===== src/hw/rtl/pen_stroke_byte_stream_parser_defines.svh =====
// ----------------------------------------------------------------------------
// Pen stroke parser assertion macros
// Shared helpers for the concurrent checks in the parser modules.
// ----------------------------------------------------------------------------
`ifndef PEN_STROKE_BYTE_STREAM_PARSER_DEFINES_SVH
`define PEN_STROKE_BYTE_STREAM_PARSER_DEFINES_SVH

// Check sampled on the rising clock edge, muted while reset is held.
`define PSBP_ASSERT(label, prop, msg) \
    label: assert property (@(posedge clk) disable iff (!rst_n) prop) else $error(msg);

// Check sampled on every rising clock edge, reset included.
`define PSBP_ASSERT_ALWAYS(label, prop, msg) \
    label: assert property (@(posedge clk) prop) else $error(msg);

`endif


===== src/hw/rtl/psbp_pkg.sv =====
// ----------------------------------------------------------------------------
// Pen stroke parser package
// Types, codes and constants shared by the parser front end, queue and
// output stage.
// ----------------------------------------------------------------------------
package psbp_pkg;

    localparam int MAGIC_LEN_DEF = 32;
    localparam int SIG_MAX       = 32;
    localparam int IDX_W         = 5;
    localparam int QUEUE_DEPTH   = 2;
    localparam int OUT_TDATA_W   = 48;

    localparam logic [7:0] TAG_SKIP_A   = 8'h90;
    localparam logic [7:0] TAG_SKIP_B   = 8'h88;
    localparam logic [7:0] TAG_COLOR_LO = 8'd128;
    localparam logic [7:0] TAG_COLOR_HI = 8'd135;
    localparam logic [7:0] VERSION_ONE  = 8'd1;
    localparam logic [7:0] PAGE_MAX     = 8'd9;
    localparam logic [3:0] PAGE_UNKNOWN = 4'd10;

    // File signature, first byte at index zero.
    localparam logic [7:0] SIG_TABLE [SIG_MAX] = '{
        8'h41, 8'h43, 8'h45, 8'h43, 8'h41, 8'h44, 8'h5F, 8'h44,
        8'h49, 8'h47, 8'h49, 8'h4D, 8'h45, 8'h4D, 8'h4F, 8'h5F,
        8'h48, 8'h41, 8'h4E, 8'h44, 8'h57, 8'h52, 8'h49, 8'h54,
        8'h49, 8'h4E, 8'h47, 8'h5F, 8'h5F, 8'h5F, 8'h5F, 8'h5F
    };

    typedef enum logic [3:0] {
        PH_MAGIC   = 4'd0,
        PH_VERSION = 4'd1,
        PH_W0      = 4'd2,
        PH_W1      = 4'd3,
        PH_H0      = 4'd4,
        PH_H1      = 4'd5,
        PH_PAGE    = 4'd6,
        PH_PAD0    = 4'd7,
        PH_PAD1    = 4'd8,
        PH_BODY    = 4'd9
    } phase_t;

    typedef enum logic [1:0] {
        KIND_SIZE  = 2'd0,
        KIND_PAGE  = 2'd1,
        KIND_POINT = 2'd2,
        KIND_ERROR = 2'd3
    } kind_t;

    typedef enum logic [1:0] {
        ERR_MAGIC   = 2'd0,
        ERR_VERSION = 2'd1,
        ERR_PADDING = 2'd2
    } err_t;

    // One classified result on its way to the output stage. The output
    // stage forms coord_y as y_base - y_sub.
    typedef struct packed {
        kind_t       kind;
        logic [15:0] x;
        logic [15:0] y_base;
        logic [14:0] y_sub;
        logic [1:0]  colour;
        logic        stroke;
        logic [3:0]  page;
        err_t        err;
    } psbp_rec_t;

    typedef struct packed {
        logic full;
        logic empty;
    } psbp_qstat_t;

endpackage


===== src/hw/rtl/pen_stroke_byte_stream_parser.sv =====
// ----------------------------------------------------------------------------
// Pen stroke byte stream parser
// Parses a handwriting file one byte at a time and reports image size,
// page type, pen points and header errors.
// ----------------------------------------------------------------------------
// Channel  Dir  Payload
// s_*      in   tdata: byte_in; tuser: file_start
// m_*      out  tdata: coord_x, coord_y, pen_colour, stroke_start, page_code,
//               error_code; tuser: kind
//
// One byte is accepted per cycle while s_tready is high; m_tvalid for its
// result rises once the record has passed the result queue and the output register.
// The rate is set by the front end's combinational header and tag decode.
// s_tready drops only while the two-entry result queue is full.
// Reset is asynchronous and needs no clearing pass.
// ----------------------------------------------------------------------------
module pen_stroke_byte_stream_parser #(
    parameter int MAGIC_LEN = psbp_pkg::MAGIC_LEN_DEF
) (
    input  logic                              clk,
    input  logic                              rst_n,
    input  logic                              s_tvalid,
    output logic                              s_tready,
    input  logic [7:0]                        s_tdata,  // [7:0] byte_in
    input  logic                              s_tuser,  // [0] file_start
    output logic                              m_tvalid,
    input  logic                              m_tready,
    // [15:0] coord_x, [32:16] coord_y, [34:33] pen_colour, [35] stroke_start,
    // [39:36] page_code, [41:40] error_code, [47:42] zero
    output logic [psbp_pkg::OUT_TDATA_W-1:0]  m_tdata,
    output logic [1:0]                        m_tuser   // [1:0] kind
);
    import psbp_pkg::*;

    logic        fire;
    logic        push;
    logic        pop;
    psbp_rec_t   rec;
    psbp_rec_t   head;
    psbp_qstat_t stat;

    assign s_tready = !stat.full;
    assign fire     = s_tvalid && s_tready;

    psbp_front #(
        .MAGIC_LEN (MAGIC_LEN)
    ) u_front (
        .clk        (clk),
        .rst_n      (rst_n),
        .fire       (fire),
        .byte_in    (s_tdata),
        .file_start (s_tuser),
        .push       (push),
        .rec        (rec)
    );

    psbp_queue u_queue (
        .clk      (clk),
        .rst_n    (rst_n),
        .push     (push),
        .push_rec (rec),
        .pop      (pop),
        .head     (head),
        .stat     (stat)
    );

    psbp_back u_back (
        .clk      (clk),
        .rst_n    (rst_n),
        .head     (head),
        .stat     (stat),
        .pop      (pop),
        .m_tvalid (m_tvalid),
        .m_tready (m_tready),
        .m_tdata  (m_tdata),
        .m_tuser  (m_tuser)
    );

endmodule


===== src/hw/rtl/psbp_front.sv =====
// ----------------------------------------------------------------------------
// Pen stroke parser front end
// Walks the file header and the tag body one byte per transaction and
// pushes one result record for every byte that produces a result.
// ----------------------------------------------------------------------------
`include "pen_stroke_byte_stream_parser_defines.svh"

module psbp_front #(
    parameter int MAGIC_LEN = psbp_pkg::MAGIC_LEN_DEF
) (
    input  logic                clk,
    input  logic                rst_n,
    input  logic                fire,
    input  logic [7:0]          byte_in,
    input  logic                file_start,
    output logic                push,
    output psbp_pkg::psbp_rec_t rec
);
    import psbp_pkg::*;

    localparam logic [IDX_W-1:0] LAST_IDX = IDX_W'(MAGIC_LEN - 1);

    phase_t           phase_reg, phase_next;
    logic [IDX_W-1:0] idx_reg, idx_next;
    logic [15:0]      width_reg, width_next;
    logic [15:0]      height_reg, height_next;
    logic [7:0]       pb0_reg, pb0_next;
    logic [7:0]       pb1_reg, pb1_next;
    logic [7:0]       pb2_reg, pb2_next;
    logic [1:0]       pcnt_reg, pcnt_next;
    logic             skip_reg, skip_next;
    logic [1:0]       colour_reg, colour_next;
    logic             pend_reg, pend_next;
    logic             err_reg, err_next;

    always_ff @(posedge clk or negedge rst_n)
    begin
        if (!rst_n)
        begin
            phase_reg  <= PH_MAGIC;
            idx_reg    <= '0;
            width_reg  <= '0;
            height_reg <= '0;
            pb0_reg    <= '0;
            pb1_reg    <= '0;
            pb2_reg    <= '0;
            pcnt_reg   <= '0;
            skip_reg   <= 1'b0;
            colour_reg <= '0;
            pend_reg   <= 1'b1;
            err_reg    <= 1'b0;
        end
        else
        begin
            phase_reg  <= phase_next;
            idx_reg    <= idx_next;
            width_reg  <= width_next;
            height_reg <= height_next;
            pb0_reg    <= pb0_next;
            pb1_reg    <= pb1_next;
            pb2_reg    <= pb2_next;
            pcnt_reg   <= pcnt_next;
            skip_reg   <= skip_next;
            colour_reg <= colour_next;
            pend_reg   <= pend_next;
            err_reg    <= err_next;
        end
    end

    always_comb
    begin
        phase_next  = phase_reg;
        idx_next    = idx_reg;
        width_next  = width_reg;
        height_next = height_reg;
        pb0_next    = pb0_reg;
        pb1_next    = pb1_reg;
        pb2_next    = pb2_reg;
        pcnt_next   = pcnt_reg;
        skip_next   = skip_reg;
        colour_next = colour_reg;
        pend_next   = pend_reg;
        err_next    = err_reg;
        push        = 1'b0;
        rec         = '0;

        if (fire)
        begin
            // A file start byte is parsed from the reset state.
            if (file_start)
            begin
                phase_next  = PH_MAGIC;
                idx_next    = '0;
                width_next  = '0;
                height_next = '0;
                pb0_next    = '0;
                pb1_next    = '0;
                pb2_next    = '0;
                pcnt_next   = '0;
                skip_next   = 1'b0;
                colour_next = '0;
                pend_next   = 1'b1;
                err_next    = 1'b0;
            end

            if (!err_next)
            begin
                unique case (phase_next)
                    PH_MAGIC:
                    begin
                        if (byte_in != SIG_TABLE[idx_next])
                        begin
                            err_next = 1'b1;
                            push     = 1'b1;
                            rec.kind = KIND_ERROR;
                            rec.err  = ERR_MAGIC;
                        end
                        else if (idx_next == LAST_IDX)
                        begin
                            idx_next   = '0;
                            phase_next = PH_VERSION;
                        end
                        else
                        begin
                            idx_next = idx_next + 1'b1;
                        end
                    end
                    PH_VERSION:
                    begin
                        if (byte_in != VERSION_ONE)
                        begin
                            err_next = 1'b1;
                            push     = 1'b1;
                            rec.kind = KIND_ERROR;
                            rec.err  = ERR_VERSION;
                        end
                        else
                        begin
                            phase_next = PH_W0;
                        end
                    end
                    PH_W0:
                    begin
                        width_next[7:0] = byte_in;
                        phase_next      = PH_W1;
                    end
                    PH_W1:
                    begin
                        width_next[15:8] = byte_in;
                        phase_next       = PH_H0;
                    end
                    PH_H0:
                    begin
                        height_next[7:0] = byte_in;
                        phase_next       = PH_H1;
                    end
                    PH_H1:
                    begin
                        height_next[15:8] = byte_in;
                        phase_next        = PH_PAGE;
                        push              = 1'b1;
                        rec.kind          = KIND_SIZE;
                        rec.x             = width_next;
                        rec.y_base        = height_next;
                    end
                    PH_PAGE:
                    begin
                        phase_next = PH_PAD0;
                        push       = 1'b1;
                        rec.kind   = KIND_PAGE;
                        rec.page   = (byte_in <= PAGE_MAX) ? byte_in[3:0] : PAGE_UNKNOWN;
                    end
                    PH_PAD0:
                    begin
                        pb0_next   = byte_in;
                        phase_next = PH_PAD1;
                    end
                    PH_PAD1:
                    begin
                        if (byte_in != 8'd0 || pb0_next != 8'd0)
                        begin
                            err_next = 1'b1;
                            push     = 1'b1;
                            rec.kind = KIND_ERROR;
                            rec.err  = ERR_PADDING;
                        end
                        else
                        begin
                            pb0_next   = '0;
                            phase_next = PH_BODY;
                        end
                    end
                    PH_BODY:
                    begin
                        if (skip_next)
                        begin
                            skip_next = 1'b0;
                        end
                        else if (pcnt_next == 2'd1)
                        begin
                            pb1_next  = byte_in;
                            pcnt_next = 2'd2;
                        end
                        else if (pcnt_next == 2'd2)
                        begin
                            pb2_next  = byte_in;
                            pcnt_next = 2'd3;
                        end
                        else if (pcnt_next == 2'd3)
                        begin
                            pcnt_next  = '0;
                            push       = 1'b1;
                            rec.kind   = KIND_POINT;
                            rec.x      = {1'b0, pb1_next, 7'b0} | {8'b0, pb0_next};
                            rec.y_base = height_next;
                            rec.y_sub  = {byte_in, 7'b0} | {7'b0, pb2_next};
                            rec.colour = colour_next;
                            rec.stroke = pend_next;
                            pend_next  = 1'b0;
                        end
                        else if (byte_in == TAG_SKIP_A || byte_in == TAG_SKIP_B)
                        begin
                            skip_next = 1'b1;
                        end
                        else if (byte_in >= TAG_COLOR_LO && byte_in <= TAG_COLOR_HI)
                        begin
                            colour_next = byte_in[2:1];
                            if (byte_in[0])
                            begin
                                pend_next = 1'b1;
                            end
                        end
                        else if (!byte_in[7])
                        begin
                            pb0_next  = byte_in;
                            pcnt_next = 2'd1;
                        end
                    end
                    default:
                    begin
                        phase_next = phase_reg;
                    end
                endcase
            end
        end
    end

    `PSBP_ASSERT(a_sticky_error, (fire && err_reg && !file_start) |-> !push, "result after a latched error")
    `PSBP_ASSERT(a_point_in_body, (pcnt_reg != 2'd0) |-> (phase_reg == PH_BODY), "point bytes outside the body")
    `PSBP_ASSERT(a_idx_bound, (idx_reg <= LAST_IDX), "signature index past the signature length")

endmodule


===== src/hw/rtl/psbp_queue.sv =====
// ----------------------------------------------------------------------------
// Pen stroke parser result queue
// Two-entry queue of result records between the front end and the output
// stage, so that either side can stall on its own.
// ----------------------------------------------------------------------------
`include "pen_stroke_byte_stream_parser_defines.svh"

module psbp_queue (
    input  logic                  clk,
    input  logic                  rst_n,
    input  logic                  push,
    input  psbp_pkg::psbp_rec_t   push_rec,
    input  logic                  pop,
    output psbp_pkg::psbp_rec_t   head,
    output psbp_pkg::psbp_qstat_t stat
);
    import psbp_pkg::*;

    localparam int PTR_W = $clog2(QUEUE_DEPTH);
    localparam int CNT_W = $clog2(QUEUE_DEPTH + 1);

    psbp_rec_t        mem [QUEUE_DEPTH];
    logic [PTR_W-1:0] wr_ptr_reg, wr_ptr_next;
    logic [PTR_W-1:0] rd_ptr_reg, rd_ptr_next;
    logic [CNT_W-1:0] count_reg, count_next;
    logic             do_push, do_pop;

    assign do_push = push && !stat.full;
    assign do_pop  = pop && !stat.empty;

    always_comb
    begin
        wr_ptr_next = wr_ptr_reg;
        rd_ptr_next = rd_ptr_reg;
        count_next  = count_reg;
        if (do_push)
        begin
            wr_ptr_next = (wr_ptr_reg == PTR_W'(QUEUE_DEPTH - 1)) ? '0 : wr_ptr_reg + 1'b1;
        end
        if (do_pop)
        begin
            rd_ptr_next = (rd_ptr_reg == PTR_W'(QUEUE_DEPTH - 1)) ? '0 : rd_ptr_reg + 1'b1;
        end
        if (do_push && !do_pop)
        begin
            count_next = count_reg + 1'b1;
        end
        else if (do_pop && !do_push)
        begin
            count_next = count_reg - 1'b1;
        end
    end

    always_ff @(posedge clk or negedge rst_n)
    begin
        if (!rst_n)
        begin
            wr_ptr_reg <= '0;
            rd_ptr_reg <= '0;
            count_reg  <= '0;
        end
        else
        begin
            wr_ptr_reg <= wr_ptr_next;
            rd_ptr_reg <= rd_ptr_next;
            count_reg  <= count_next;
        end
    end

    always_ff @(posedge clk)
    begin
        if (do_push)
        begin
            mem[wr_ptr_reg] <= push_rec;
        end
    end

    assign head = mem[rd_ptr_reg];
    assign stat = '{full: (count_reg == CNT_W'(QUEUE_DEPTH)), empty: (count_reg == '0)};

    `PSBP_ASSERT_ALWAYS(a_count_bound, count_reg <= CNT_W'(QUEUE_DEPTH), "queue count past depth")

endmodule


===== src/hw/rtl/psbp_back.sv =====
// ----------------------------------------------------------------------------
// Pen stroke parser output stage
// Takes records from the queue, forms the flipped y coordinate and holds
// the result in the output register until it is taken.
// ----------------------------------------------------------------------------
module psbp_back (
    input  logic                  clk,
    input  logic                  rst_n,
    input  psbp_pkg::psbp_rec_t   head,
    input  psbp_pkg::psbp_qstat_t stat,
    output logic                  pop,
    output logic                  m_tvalid,
    input  logic                  m_tready,
    output logic [psbp_pkg::OUT_TDATA_W-1:0] m_tdata,
    output logic [1:0]            m_tuser
);
    import psbp_pkg::*;

    localparam int PAD_W = OUT_TDATA_W - 42;

    logic                   valid_reg, valid_next;
    logic [OUT_TDATA_W-1:0] data_reg;
    logic [1:0]             user_reg;
    logic [16:0]            coord_y;

    assign pop     = !stat.empty && (!valid_reg || m_tready);
    assign coord_y = {1'b0, head.y_base} - {2'b0, head.y_sub};

    always_comb
    begin
        valid_next = valid_reg;
        if (pop)
        begin
            valid_next = 1'b1;
        end
        else if (m_tready)
        begin
            valid_next = 1'b0;
        end
    end

    always_ff @(posedge clk or negedge rst_n)
    begin
        if (!rst_n)
        begin
            valid_reg <= 1'b0;
        end
        else
        begin
            valid_reg <= valid_next;
        end
    end

    always_ff @(posedge clk)
    begin
        if (pop)
        begin
            data_reg <= {{PAD_W{1'b0}}, head.err, head.page, head.stroke, head.colour,
                         coord_y, head.x};
            user_reg <= head.kind;
        end
    end

    assign m_tvalid = valid_reg;
    assign m_tdata  = data_reg;
    assign m_tuser  = user_reg;

endmodule

===== config.mk =====
export PLATFORM = sky130hd
export DESIGN_NAME = pen_stroke_byte_stream_parser
export DESIGN_NICKNAME = d
export VERILOG_FILES = /design/src/hw/rtl/psbp_pkg.sv /design/src/hw/rtl/pen_stroke_byte_stream_parser.sv /design/src/hw/rtl/psbp_front.sv /design/src/hw/rtl/psbp_queue.sv /design/src/hw/rtl/psbp_back.sv
export VERILOG_INCLUDE_DIRS = /design/src /design/src/hw/rtl
export SDC_FILE = /design/constraint.sdc
export NUM_CORES = 1
export LEC_CHECK = 0
export BUFFER_PORTS_ARGS = -buffer_cell sky130_fd_sc_hd__buf_2
export CELL_PAD_IN_SITES_DETAIL_PLACEMENT = 2
export CELL_PAD_IN_SITES_GLOBAL_PLACEMENT = 2
export CORE_UTILIZATION = 40
export DETAILED_ROUTE_END_ITERATION = 6
export PLACE_DENSITY_LB_ADDON = 0.1
export SLEW_MARGIN = 5
export SYNTH_ARGS = -nofsm -noshare
export SYNTH_HDL_FRONTEND = slang
export SYNTH_SLANG_ARGS = --single-unit

===== constraint.sdc =====
create_clock -name clk -period 8 [get_ports clk]
set_input_delay 1.2 -clock clk [delete_from_list [all_inputs] [get_ports clk]]
set_output_delay 1.2 -clock clk [all_outputs]
set_load 0.005 [all_outputs]

* Word-level counts from Yosys, hierarchy flattened *
Memory sizes are Yosys's and may differ from the RTL's.
Index checks and enable logic that the tools add are counted.

operators by class
  $add $sub $neg = 6
  multipliers = 0
  div/mod/pow operators = 0
  $lt $le $gt $ge = 4
  equality and inequality tests = 18
  shift operators = 0
  mux-type cells = 127
  bitwise gates (word level) = 3
  reduce and logical (&&, ||, !) cells = 24

operator list
  operator            number
  $mux 8              30
  $mux 52             4
  $mux 58             2
  $mux 16             4
  $pmux 32 s2         1
  $mux 2              26
  $pmux 4 s10         1
  $mux 1              38
  $mux 4              9
  $mux 5              6
  $or 15x8->15        2
  $pmux 8 s3          1
  $mux 18             1
  $sub 16x15->17      1
  $eq 4x3->1 const B  4
  $eq 8x8->1 const B  2
  $reduce_bool 8->1   2
  $reduce_bool 11->1  1
  $pmux 2 s5          1
  $eq 4x2->1 const B  2
  $eq 4x4->1 const B  2
  $ge 8x8->1 const B  1
  $le 8x4->1 const B  1
  $le 8x8->1 const B  1
  other kinds (23)    39

word-level totals
  flip-flop bits (word level) = 121
  latch bits = 0
  RAM bits = 116
  ROM bits = 256
  input bits = 13
  output and inout port bits = 52
  word-level logic and storage cells = 202
  memories kept = 2

memory list
  name             words  width  read ports  clocked after memory_dff  write ports  line               text
  (no name shown)  32     8      1           0                         0            psbp_front.sv:111  if (byte_in != SIG_TABLE[idx_next])
  u_queue.mem      2      58     1           0                         1            psbp_queue.sv:22   psbp_rec_t mem [QUEUE_DEPTH];

* Logic depth before layout (Yosys ltp) *
Gate-level depths: netlist (run 1).

  word-level depth = 18
  mapped depth = 19
  mapped depth without buffers = 16

* Modules after synthesis *
From an unflattened synthesis (run 1), not the netlist that was laid out.

second synthesis, totals
  cell total of the unflattened synthesis = 899
  area, all modules = 11461.0 µm²

modules (own cells, without submodules)
  module                         times used  cells each  area an instance (µm²)  sequential area each (µm²)
  psbp_front                     1           519         4752.1                  1803.0
  psbp_queue                     1           200         4428.0                  3583.4
  psbp_back                      1           178         2270.9                  1346.3
  pen_stroke_byte_stream_parser  1           2           10.0                    0.0

* Worst setup path before layout (run 1) *
No wires, ideal clock.

  path type = input port to flip-flop
  start = input s_tuser
  end = memory u_queue.mem[0][0] in the netlist's numbering (enable)
  library setup time = 0.474 ns
  arrival time = 5.973 ns
  data required time = 7.526 ns
  path slack = 1.553 ns
  stages = 15
  path buffers = 3
  path through = buf_2 -> buf_2 -> clkbuf_1 -> nand2b_1 -> inv_1 -> ha_1 -> ha_1 -> a21oi_1 -> a21oi_1 -> and3_1 -> o2111ai_1 -> a2111oi_4 -> nor2_1 -> o22ai_2 -> nor2_1

on the way
  cells in the longest elaborated chain, start to end = 14
  elaborated cells on any way between the ends = 41
  those cells by class = eq/ne: 9; mux: 25; bitwise: 1; reduce/logical: 5; memory: 1

ends and longest elaborated chain
  element                                     line                                 text
  start: declaration                          pen_stroke_byte_stream_parser.sv:25  input logic s_tuser,
  $mux 5                                      psbp_front.sv:90                     if (file_start)
  $mux 5                                      psbp_front.sv:87                     if (fire)
  $not 5->6 (not written as such)             psbp_front.sv:111
  $mem_v2 32x8                                -
  $mux 8 (not written as such) (2 in series)  psbp_front.sv:111
  $ne 8x8->1                                  psbp_front.sv:111
  $mux 1                                      psbp_front.sv:111
  $pmux 1 s5                                  psbp_front.sv:108                    unique case (phase_next)
  $mux 1 (*)                                  psbp_front.sv:106                    if (!err_next)
  $mux 1 (*)                                  psbp_front.sv:87
  $logic_and 1x1->1 (*)                       psbp_queue.sv:28                     assign do_push = push && !stat.full;
  $mux 1 (*)                                  psbp_queue.sv:72                     if (do_push)
  $mux 1 (not written as such) (*)            psbp_queue.sv:74                     mem[wr_ptr_reg] <= push_rec;
  end: declaration                            psbp_queue.sv:22

Every way passes the cells marked *; elsewhere a longest branch is shown, timed or not. The select of a mux whose other input is x is not followed.

* Final worst setup path (run 1) *
  start = input s_tuser
  end = memory u_queue.mem[0][11] in the netlist's numbering (enable)

Same word-level chain as after synthesis.

==> results.sh, run 1 <==
export IMPL_ant_nets=0
export IMPL_netlist_top_cells_count="160 x edfxtp_1, 76 x dfrtp_1, 69 x nor2_1"
export IMPL_via_count=7112
export IMPL_vias_per_cell=5.75
export IMPL_clock_fmax_ghz=0.194
export IMPL_setup_tns_ps=0
export IMPL_worstSetupPathType="in -> reg"
export IMPL_routedWlPerCell_um=23.6
export IMPL_r2r_setup_slack_ps=3610
export IMPL_internal_power_mw=2.76
export IMPL_maxCapViolCount=0
export IMPL_status="completed"
export IMPL_grt_setup_unrepaired="false"
export IMPL_row_count=59
export IMPL_finClkSkew_ps=12.2
export IMPL_ff2ff_path_depth=13
export IMPL_syn_area_sq_mm=0.0109
export IMPL_cts_tree="yes"
export IMPL_place_port_buffers=58
export IMPL_reg2reg_to="u_queue.mem[0][11]"
export IMPL_relSlewSlack=0.190
export IMPL_largest_reg_flops=116
export IMPL_syn_inst=836
export IMPL_drive_above_1_share=0.191
export IMPL_place_ws_ps=2280
export IMPL_globalRouteTotalUtil=0.213
export IMPL_peakVddDrop_v=0.000154
export IMPL_worst_slack_ps=2850
export IMPL_worstSetupStartpoint="s_tuser"
export IMPL_die_w_um=167
export IMPL_crit_end="u_queue.mem[0][11]"
export IMPL_syn_avg_cell_area_sq_um=13.0
export IMPL_fillers=2569
export IMPL_hold_viol_final=0
export IMPL_period_minus_slack_ps=5150
export IMPL_clkSlewWorstSetupHoldPaths_ps=60
export IMPL_numCtsBuffers=26
export IMPL_cts_hold_buf=0
export IMPL_cts_buffer_depth=3
export IMPL_grt_pass1_vias=8030
export IMPL_power_frac_seq=0.436
export IMPL_clock_latency_ps=530
export IMPL_regToRegStartpoint="u_front.idx_reg[0]"
export IMPL_io_pins=65
export IMPL_cts_setup_buffers=0
export IMPL_setup_worst_path_start_class="input port"
export IMPL_clock_sinks=237
export IMPL_p_sw_mw=1.29
export IMPL_fp_dieH_um=167
export IMPL_synth_most_common_cell="edfxtp_1"
export IMPL_synth_top_area_frac=0.442
export IMPL_dr_first_iter_drc_count=361
export IMPL_ys_types=76
export IMPL_ys_ff_latch=237
export IMPL_drt_pass1_iterations=5
export IMPL_gp_congestion=0.823
export IMPL_switching_share=0.318
export IMPL_endpoint_kind="flip-flop"
export IMPL_grt_pass1_wl_mm=46.1
export IMPL_core_area_sq_mm=0.0264
export IMPL_routed_wl_mm=29.2
export IMPL_antenna_found_initial=0
export IMPL_synth_top_area_cell="edfxtp_1"
export IMPL_pwr_share_clk=0.290
export IMPL_tightest_slew_ps=1200
export IMPL_htree_levels=1
export IMPL_root_buffer="clkbuf_16"
export IMPL_ys_flop_type="edfxtp_1"
export IMPL_cp_arrival_ps=5330
export IMPL_start_util=0.413
export IMPL_power_leakage_nw=4.77
export IMPL_gr_total_overflow=0
export IMPL_synth_edf_count=160
export IMPL_yosysWarnings=0
export IMPL_powerDensity_mw_per_mm2=330
export IMPL_cp_max_fo=53
export IMPL_finalSetupViolations=0
export IMPL_die_area_sq_mm=0.0278
export IMPL_largest_register="u_queue.mem"
export IMPL_drc=0
export IMPL_synthToLayoutAreaGrowth_pct=12.8
export IMPL_ys_seq_area_frac=0.619
export IMPL_post_route_period_util=0.644
export IMPL_synth_top_cells_by_area="edfxtp_1 44%, dfrtp_1 17%, a22o_1 4.7%"
export IMPL_crit_required_ps=8180
export IMPL_slew_violations=0
export IMPL_dp_final_hpwl_mm=18.7
export IMPL_combPwrFrac=0.274
export IMPL_nets=919
export IMPL_grt_max_degree=78
export IMPL_cts_repair_resized=0
export IMPL_async_flop_share=0.325
export IMPL_hp_class="reg -> reg"
critical path, cell delays in order:
cell and delay (ps):
buf_2 80, buf_4 480, nand2b_1 340, inv_1 140, ha_1 240, ha_1 210, a21oi_1 130, a21oi_1 90
and3_1 210, o2111ai_1 320, a2111oi_4 80, nor2_1 220, o22ai_2 160, nor2_4 840, buf_4 540
routing by layer:
metal  vias to the layer above  GRT usage  wire length, um
li1                       3228          -                -
met1                      3706      0.280            13100
met2                       124      0.369            14600
met3                        54     0.0259              914
met4                         0     0.0596              633
met5                         -          0                0
cells by family (layout without fill, tap and decap cells):
kind of cell / after synthesis / count (layout) / share of synthesized area
flip-flops: 237 / 237 / 0.619
AND/OR/NAND/NOR: 215 / 215 / 0.107
AO/OA/AOI/OAI: 198 / 198 / 0.134
buffers and inverters: 76 / 136 / 0.0312
multiplexers: 60 / 60 / 0.0599
adder cells (fa/ha/maj): 25 / 25 / 0.0295
XOR/XNOR: 24 / 24 / 0.0193
other: 1 / 7 / 0.000345
per-stage QoR:
stage	area, sq um	utilization	cells	total power [mW]	hold slack [ps]
2_1_floorplan	10900	-	841	2.51	458
3_3_place_gp	11400	0.434	1188	2.83	476
3_5_place_dp	11400	0.434	1188	2.91	477
4_1_cts	12300	0.465	1236	4.11	499
5_1_grt	12300	0.465	1236	4.25	513
6_report	12300	0.465	1237	4.05	493
power groups by stage:
stage | Clock [mW] | Sequential [mW] | Combinational, mW
floorplan | 0 | 1.72 | 0.788
global placement | 0 | 1.77 | 1.06
detailed placement | 0 | 1.79 | 1.12
CTS | 1.21 | 1.77 | 1.13
global route | 1.24 | 1.79 | 1.22
finish | 1.17 | 1.76 | 1.11
layout make-up:
cell class,count,area (sq um),area share
clock inverters,14,118,0.00959
diodes,1,2.50,0.000204
clock buffers,34,712,0.0580
well taps,335,419,0.0342
flip-flops and latches,237,6730,0.549
multi-input cells,528,3840,0.313
inverters,20,75.1,0.00612
repair buffers,68,368,0.0300
cells in the final DEF (no fill, tap or decap), types with 4 or more instances in the layout:
cell type	n
edfxtp_1	160
dfrtp_1	75
nor2_1	67
a22o_1	58
buf_2	57
mux2_2	41
nand2_1	34
a21oi_1	29
clkbuf_16	27
o21ai_0	26
ha_1	24
and3_1	22
a22oi_1	22
mux2i_1	19
inv_1	17
nand2b_1	15
xnor2_1	15
and2_1	13
nor3_1	12
o21ai_1	11
buf_4	11
xor2_1	9
a21o_1	8
nand3_1	7
clkinv_2	7
nor2b_1	6
nor4_1	6
a31oi_1	6
o21a_1	6
conb_1	6
clkbuf_1	6
o31ai_1	5
clkinv_1	4
worst min path at each step:
stage,slack (ps),end,depth (start not counted),from
floorplan,460,u_front.colour_reg[0],1,u_front.colour_reg[0]
global placement,480,u_front.height_reg[0],1,u_front.height_reg[0]
detailed placement,480,u_front.pb2_reg[2],1,u_front.pb2_reg[2]
CTS,500,u_front.height_reg[1],1,u_front.height_reg[1]
global route,510,u_front.pb2_reg[0],1,u_front.pb2_reg[0]
finish,490,u_front.height_reg[7],1,u_front.height_reg[7]
Note: power is estimated with default switching activity, not from simulation.
==> run 2, diff against run 1 <==
==> constraint.sdc (replaced) <==
create_clock -name clk -period 5.2 [get_ports clk]
set_input_delay 0.78 -clock clk [delete_from_list [all_inputs] [get_ports clk]]
set_output_delay 0.78 -clock clk [all_outputs]
set_load 0.005 [all_outputs]
==> results.sh, run 2 (synthesized netlist as in run 1, its figures left out) <==
export IMPL_tightest_slew_ps=1150
export IMPL_hold_viol_final=0
export IMPL_cts_setup_buffers=0
export IMPL_clock_latency_ps=540
export IMPL_grt_max_degree=78
export IMPL_power_leakage_nw=4.81
export IMPL_cts_hold_buf=0
export IMPL_largest_register="u_queue.mem"
export IMPL_cts_tree="yes"
export IMPL_cp_arrival_ps=4110
export IMPL_crit_end="u_back.m_tdata[30]"
export IMPL_start_util=0.413
export IMPL_stdcell_count=1242
export IMPL_gr_total_overflow=0
export IMPL_crit_required_ps=5460
export IMPL_largest_reg_flops=116
export IMPL_endpoint_kind="flip-flop"
export IMPL_dp_final_hpwl_mm=19.2
export IMPL_clkSlewWorstSetupHoldPaths_ps=60
export IMPL_post_route_util=0.468
export IMPL_die_w_um=167
export IMPL_combPwrFrac=0.280
export IMPL_cp_max_fo=30
export IMPL_gp_congestion=0.836
export IMPL_grt_pass1_wl_mm=46.9
export IMPL_placed_area_sq_mm=0.0115
export IMPL_root_buffer="clkbuf_16"
export IMPL_ff2ff_path_depth=11
export IMPL_slew_violations=0
export IMPL_routedWlPerCell_um=23.7
export IMPL_cts_buffer_depth=3
export IMPL_status="completed"
export IMPL_relSlewSlack=0.224
export IMPL_setup_tns_ps=0
export IMPL_place_port_buffers=58
export IMPL_core_area_sq_mm=0.0264
export IMPL_antenna_found_initial=0
export IMPL_finalSetupViolations=0
export IMPL_ant_nets=0
export IMPL_max_stage_delay_ps=460
export IMPL_period_minus_slack_ps=3840
export IMPL_row_count=59
export IMPL_peakVddDrop_v=0.000312
export IMPL_path_cells="buf_4 -> mux2i_1 -> fa_1 -> nor2b_1 -> o21a_1 -> o21ai_0 -> nor4b_1 -> o21ai_0 -> o31ai_1 -> o31ai_1 -> xor2_1"
export IMPL_setup_worst_path_start_class="flip-flop"
export IMPL_drive_above_1_share=0.194
export IMPL_vias_per_cell=5.72
export IMPL_finClkSkew_ps=19.9
export IMPL_grt_setup_unrepaired="false"
export IMPL_drc=0
export IMPL_placedCellCount=1194
export IMPL_cp_depth=11
export IMPL_die_area_sq_mm=0.0278
export IMPL_worstSetupStartpoint="u_queue.rd_ptr_reg"
export IMPL_cp_top_family="compound AO/OA/AOI/OAI gates"
export IMPL_regToRegStartpoint="u_queue.rd_ptr_reg"
export IMPL_clock_fmax_ghz=0.260
export IMPL_via_count=7109
export IMPL_r2r_setup_slack_ps=1360
export IMPL_fp_dieH_um=167
export IMPL_cpMaxStageDelayCell="dfrtp_2"
export IMPL_numCtsBuffers=26
export IMPL_cts_repair_resized=0
export IMPL_io_pins=65
export IMPL_drt_pass1_iterations=5
export IMPL_grt_pass1_vias=7993
export IMPL_maxCapViolCount=0
export IMPL_worstSetupPathType="reg -> reg"
export IMPL_synthToLayoutAreaGrowth_pct=13.4
export IMPL_power_frac_seq=0.426
export IMPL_p_sw_mw=1.97
export IMPL_reg2reg_to="u_back.m_tdata[30]"
export IMPL_crit_buf_inv=1
export IMPL_htree_levels=1
export IMPL_switching_share=0.315
export IMPL_powerDensity_mw_per_mm2=508
export IMPL_hp_class="in -> async"
export IMPL_mostFrequentLayoutCells="160 x edfxtp_1, 75 x dfrtp_1, 68 x nor2_1"
export IMPL_internal_power_mw=4.29
export IMPL_routed_wl_mm=29.5
export IMPL_dr_first_iter_drc_count=468
export IMPL_pwr_share_clk=0.294
export IMPL_diodes=0
export IMPL_layout_commonest_cell="edfxtp_1"
export IMPL_clock_sinks=237
export IMPL_finalInstanceArea_sq_mm=0.0123
export IMPL_nets=925
export IMPL_globalRouteTotalUtil=0.218
export IMPL_post_route_period_util=0.739
==> run 2: per-stage QoR <==
step	hold WS, ps	worst slack [ps]	power (mW)
after CTS	478	1330	6.36
after detailed placement	474	1100	4.49
after floorplan	458	147	3.85
after global routing	498	1050	6.60
after global placement	476	1280	4.37
final	430	1360	6.27
==> run 2: worst min-delay path by stage <==
| stage | end | startpoint |
|---|---|---|
| 2_1_floorplan | u_front.colour_reg[0] | u_front.colour_reg[0] |
| 3_3_place_gp | u_front.pb2_reg[6] | u_front.pb2_reg[6] |
| 3_5_place_dp | u_front.pb2_reg[7] | u_front.pb2_reg[7] |
| 4_1_cts | u_front.pcnt_reg[0] | rst_n |
| 5_1_grt | u_front.idx_reg[1] | rst_n |
| 6_report | u_front.idx_reg[3] | rst_n |
==> run 2: final cells by class <==
class	instances	area (sq um)
multi-input combinational	528	3830
fill	2561	14000
inverter	20	75.1
tap	335	419
timing repair buffer	74	413
sequential	237	6730
clock buffer	42	761
clock inverter	6	95.1
==> run 2: power by group through the flow <==
stage          sequential (mW)  combinational, mW  clock, mW
6_report                  2.67               1.76       1.84
5_1_grt                   2.71               1.94       1.96
2_1_floorplan             2.64               1.21          0
4_1_cts                   2.68               1.79       1.89
3_3_place_gp              2.68               1.68          0
3_5_place_dp              2.71               1.78          0
==> run 2: routing by layer <==
layer	GRT usage	vias to the layer above	part of all wire
li1	-	3246	-
met2	0.380	136	0.50
met4	0.0660	0	0.028
met1	0.282	3674	0.44
met3	0.0264	53	0.031
met5	0	-	0
==> run 2: worst reg2reg max path: stages (launching register included) <==
cell and delay, ps:
dfrtp_2 460, buf_4 440, mux2i_1 400, fa_1 290
nor2b_1 70, o21a_1 180, o21ai_0 280, nor4b_1 420
o21ai_0 250, o31ai_1 430, o31ai_1 180, xor2_1 180
==> run 3, diff against run 2 <==
==> constraint.sdc (replaced) <==
create_clock -name clk -period 3.7 [get_ports clk]
set_input_delay 0.555 -clock clk [delete_from_list [all_inputs] [get_ports clk]]
set_output_delay 0.555 -clock clk [all_outputs]
set_load 0.005 [all_outputs]
==> results.sh, run 3 (synthesized netlist as in run 1, its figures left out) <==
export IMPL_status="completed"
export IMPL_post_route_period_util=0.908
export IMPL_drt_pass1_iterations=5
export IMPL_dp_final_hpwl_mm=19.5
export IMPL_largest_reg_flops=116
export IMPL_hold_viol_final=0
export IMPL_cts_tree="yes"
export IMPL_dr_first_iter_drc_count=420
export IMPL_crit_end="u_back.m_tdata[30]"
export IMPL_cts_setup_buffers=0
export IMPL_setup_worst_path_start_class="flip-flop"
export IMPL_routedWlPerCell_um=23.8
export IMPL_finalSetupViolations=0
export IMPL_core_area_sq_mm=0.0264
export IMPL_clock_sinks=237
export IMPL_htree_levels=1
export IMPL_die_w_um=167
export IMPL_diodes=0
export IMPL_endpoint_kind="flip-flop"
export IMPL_root_buffer="clkbuf_16"
export IMPL_vias_per_cell=5.72
export IMPL_nets=937
export IMPL_crit_buf_inv=0
export IMPL_relSlewSlack=0.283
export IMPL_cts_buffer_depth=3
export IMPL_reg2reg_to="u_back.m_tdata[30]"
export IMPL_largest_register="u_queue.mem"
export IMPL_max_stage_delay_ps=500
export IMPL_globalRouteTotalUtil=0.219
export IMPL_cp_max_fo=8
export IMPL_period_minus_slack_ps=3360
export IMPL_slew_violations=0
export IMPL_place_ws_ps=40.0
export IMPL_power_leakage_nw=4.86
export IMPL_r2r_setup_slack_ps=340
export IMPL_regToRegStartpoint="u_queue.rd_ptr_reg"
export IMPL_drc=0
export IMPL_cp_arrival_ps=3620
export IMPL_cp_common_cell="o31ai_1"
export IMPL_via_count=7180
export IMPL_cpMaxStageDelayCell="dfrtp_2"
export IMPL_io_pins=65
export IMPL_antenna_found_initial=0
export IMPL_grt_setup_unrepaired="false"
export IMPL_clock_latency_ps=540
export IMPL_maxCapViolCount=0
export IMPL_numCtsBuffers=27
export IMPL_tightest_slew_ps=1070
export IMPL_setup_tns_ps=0
export IMPL_row_count=59
export IMPL_die_area_sq_mm=0.0278
export IMPL_grt_pass1_wl_mm=47.7
export IMPL_synthToLayoutAreaGrowth_pct=14.8
export IMPL_clkSlewWorstSetupHoldPaths_ps=50
export IMPL_powerDensity_mw_per_mm2=709
export IMPL_grt_pass1_vias=8183
export IMPL_routed_wl_mm=29.8
export IMPL_start_util=0.413
export IMPL_fp_dieH_um=167
export IMPL_worstSetupStartpoint="u_queue.rd_ptr_reg"
export IMPL_peakVddDrop_v=0.000402
export IMPL_cp_top_family="compound AO/OA/AOI/OAI gates"
export IMPL_gp_congestion=0.796
export IMPL_cp_depth=10
export IMPL_gr_total_overflow=0
export IMPL_mostFrequentLayoutCells="160 x edfxtp_1, 75 x dfrtp_1, 67 x nor2_1"
export IMPL_finClkSkew_ps=12.8
export IMPL_ff2ff_path_depth=10
export IMPL_drive_above_1_share=0.209
export IMPL_hp_class="in -> async"
export IMPL_place_port_buffers=58
export IMPL_grt_max_degree=78
export IMPL_clock_fmax_ghz=0.298
export IMPL_worst_slack_ps=341
export IMPL_layout_commonest_cell="edfxtp_1"
export IMPL_path_cells="mux2_2 -> ha_1 -> nor2b_1 -> o21a_1 -> o21ai_0 -> nor4b_2 -> o21ai_1 -> o31ai_1 -> o31ai_1 -> xor2_1"
export IMPL_ant_nets=0
export IMPL_worstSetupPathType="reg -> reg"
export IMPL_crit_required_ps=3970
## run 3: cell count changes in the layout (fill, tap and decap cells not counted), moves of 2 or more
cell      delta
clkbuf_8     -3
inv_2        +2
clkbuf_1     +2
clkinv_1     +2
buf_12       +3
inv_1        -2
buf_4        +8
## run 3: worst register-to-register path, cell delays in order (launching register included)
cell and delay (ps):
dfrtp_2 500, mux2_2 380, ha_1 350, nor2b_1 160, o21a_1 180, o21ai_0 340
nor4b_2 330, o21ai_1 190, o31ai_1 360, o31ai_1 170, xor2_1 160
## run 3: worst min path at each step
stage	start	slack, ps	end	cells after the start
floorplan	rst_n	260	u_back.m_tvalid	0
global placement	u_front.pb2_reg[1]	480	u_front.pb2_reg[1]	1
detailed placement	u_front.colour_reg[1]	480	u_front.colour_reg[1]	1
CTS	rst_n	240	u_front.idx_reg[1]	1
global route	rst_n	260	u_front.idx_reg[1]	1
finish	rst_n	200	u_front.idx_reg[1]	1
## run 3: per-stage QoR
stage / instances / power (mW) / hold slack (ps) / instance area [sq um] / util
after floorplan: 841 / 5.43 / 259 / 11000 / -
after global placement: 1205 / 6.18 / 480 / 11600 / 0.441
after detailed placement: 1205 / 6.35 / 479 / 11600 / 0.441
after CTS: 1255 / 8.98 / 239 / 12500 / 0.474
after global routing: 1255 / 9.33 / 259 / 12500 / 0.474
final: 1255 / 8.85 / 201 / 12500 / 0.474
## run 3: timing repair
item,4_1_cts,5_1_grt
gates resized for setup,0,2
endpoints found under the setup margin,0,2
hold buffers,0,0
## run 3: routing by layer
layer	vias to the layer above	track usage	routed length, um
met3	47	0.0299	1150
met4	0	0.0568	606
met1	3734	0.285	13000
met2	143	0.385	15000
li1	3256	-	-
met5	-	0	0
## run 3: cell type report
cell class / count / area, sq um
fillers: 2538 / 13900
flip-flops and latches: 237 / 6730
multi-input cells: 528 / 3880
clock buffers: 42 / 752
repair buffers: 85 / 533
well taps: 335 / 419
clock inverters: 8 / 95.1
inverters: 20 / 75.1
## run 3: where the power goes
part           total [mW]  internal, mW  leakage, nW  switching, mW
Sequential           3.76          3.48         2.54          0.281
Combinational        2.52          1.05         1.91           1.47
Clock                2.57          1.53        0.410           1.03
Total                8.85          6.06         4.86           2.78
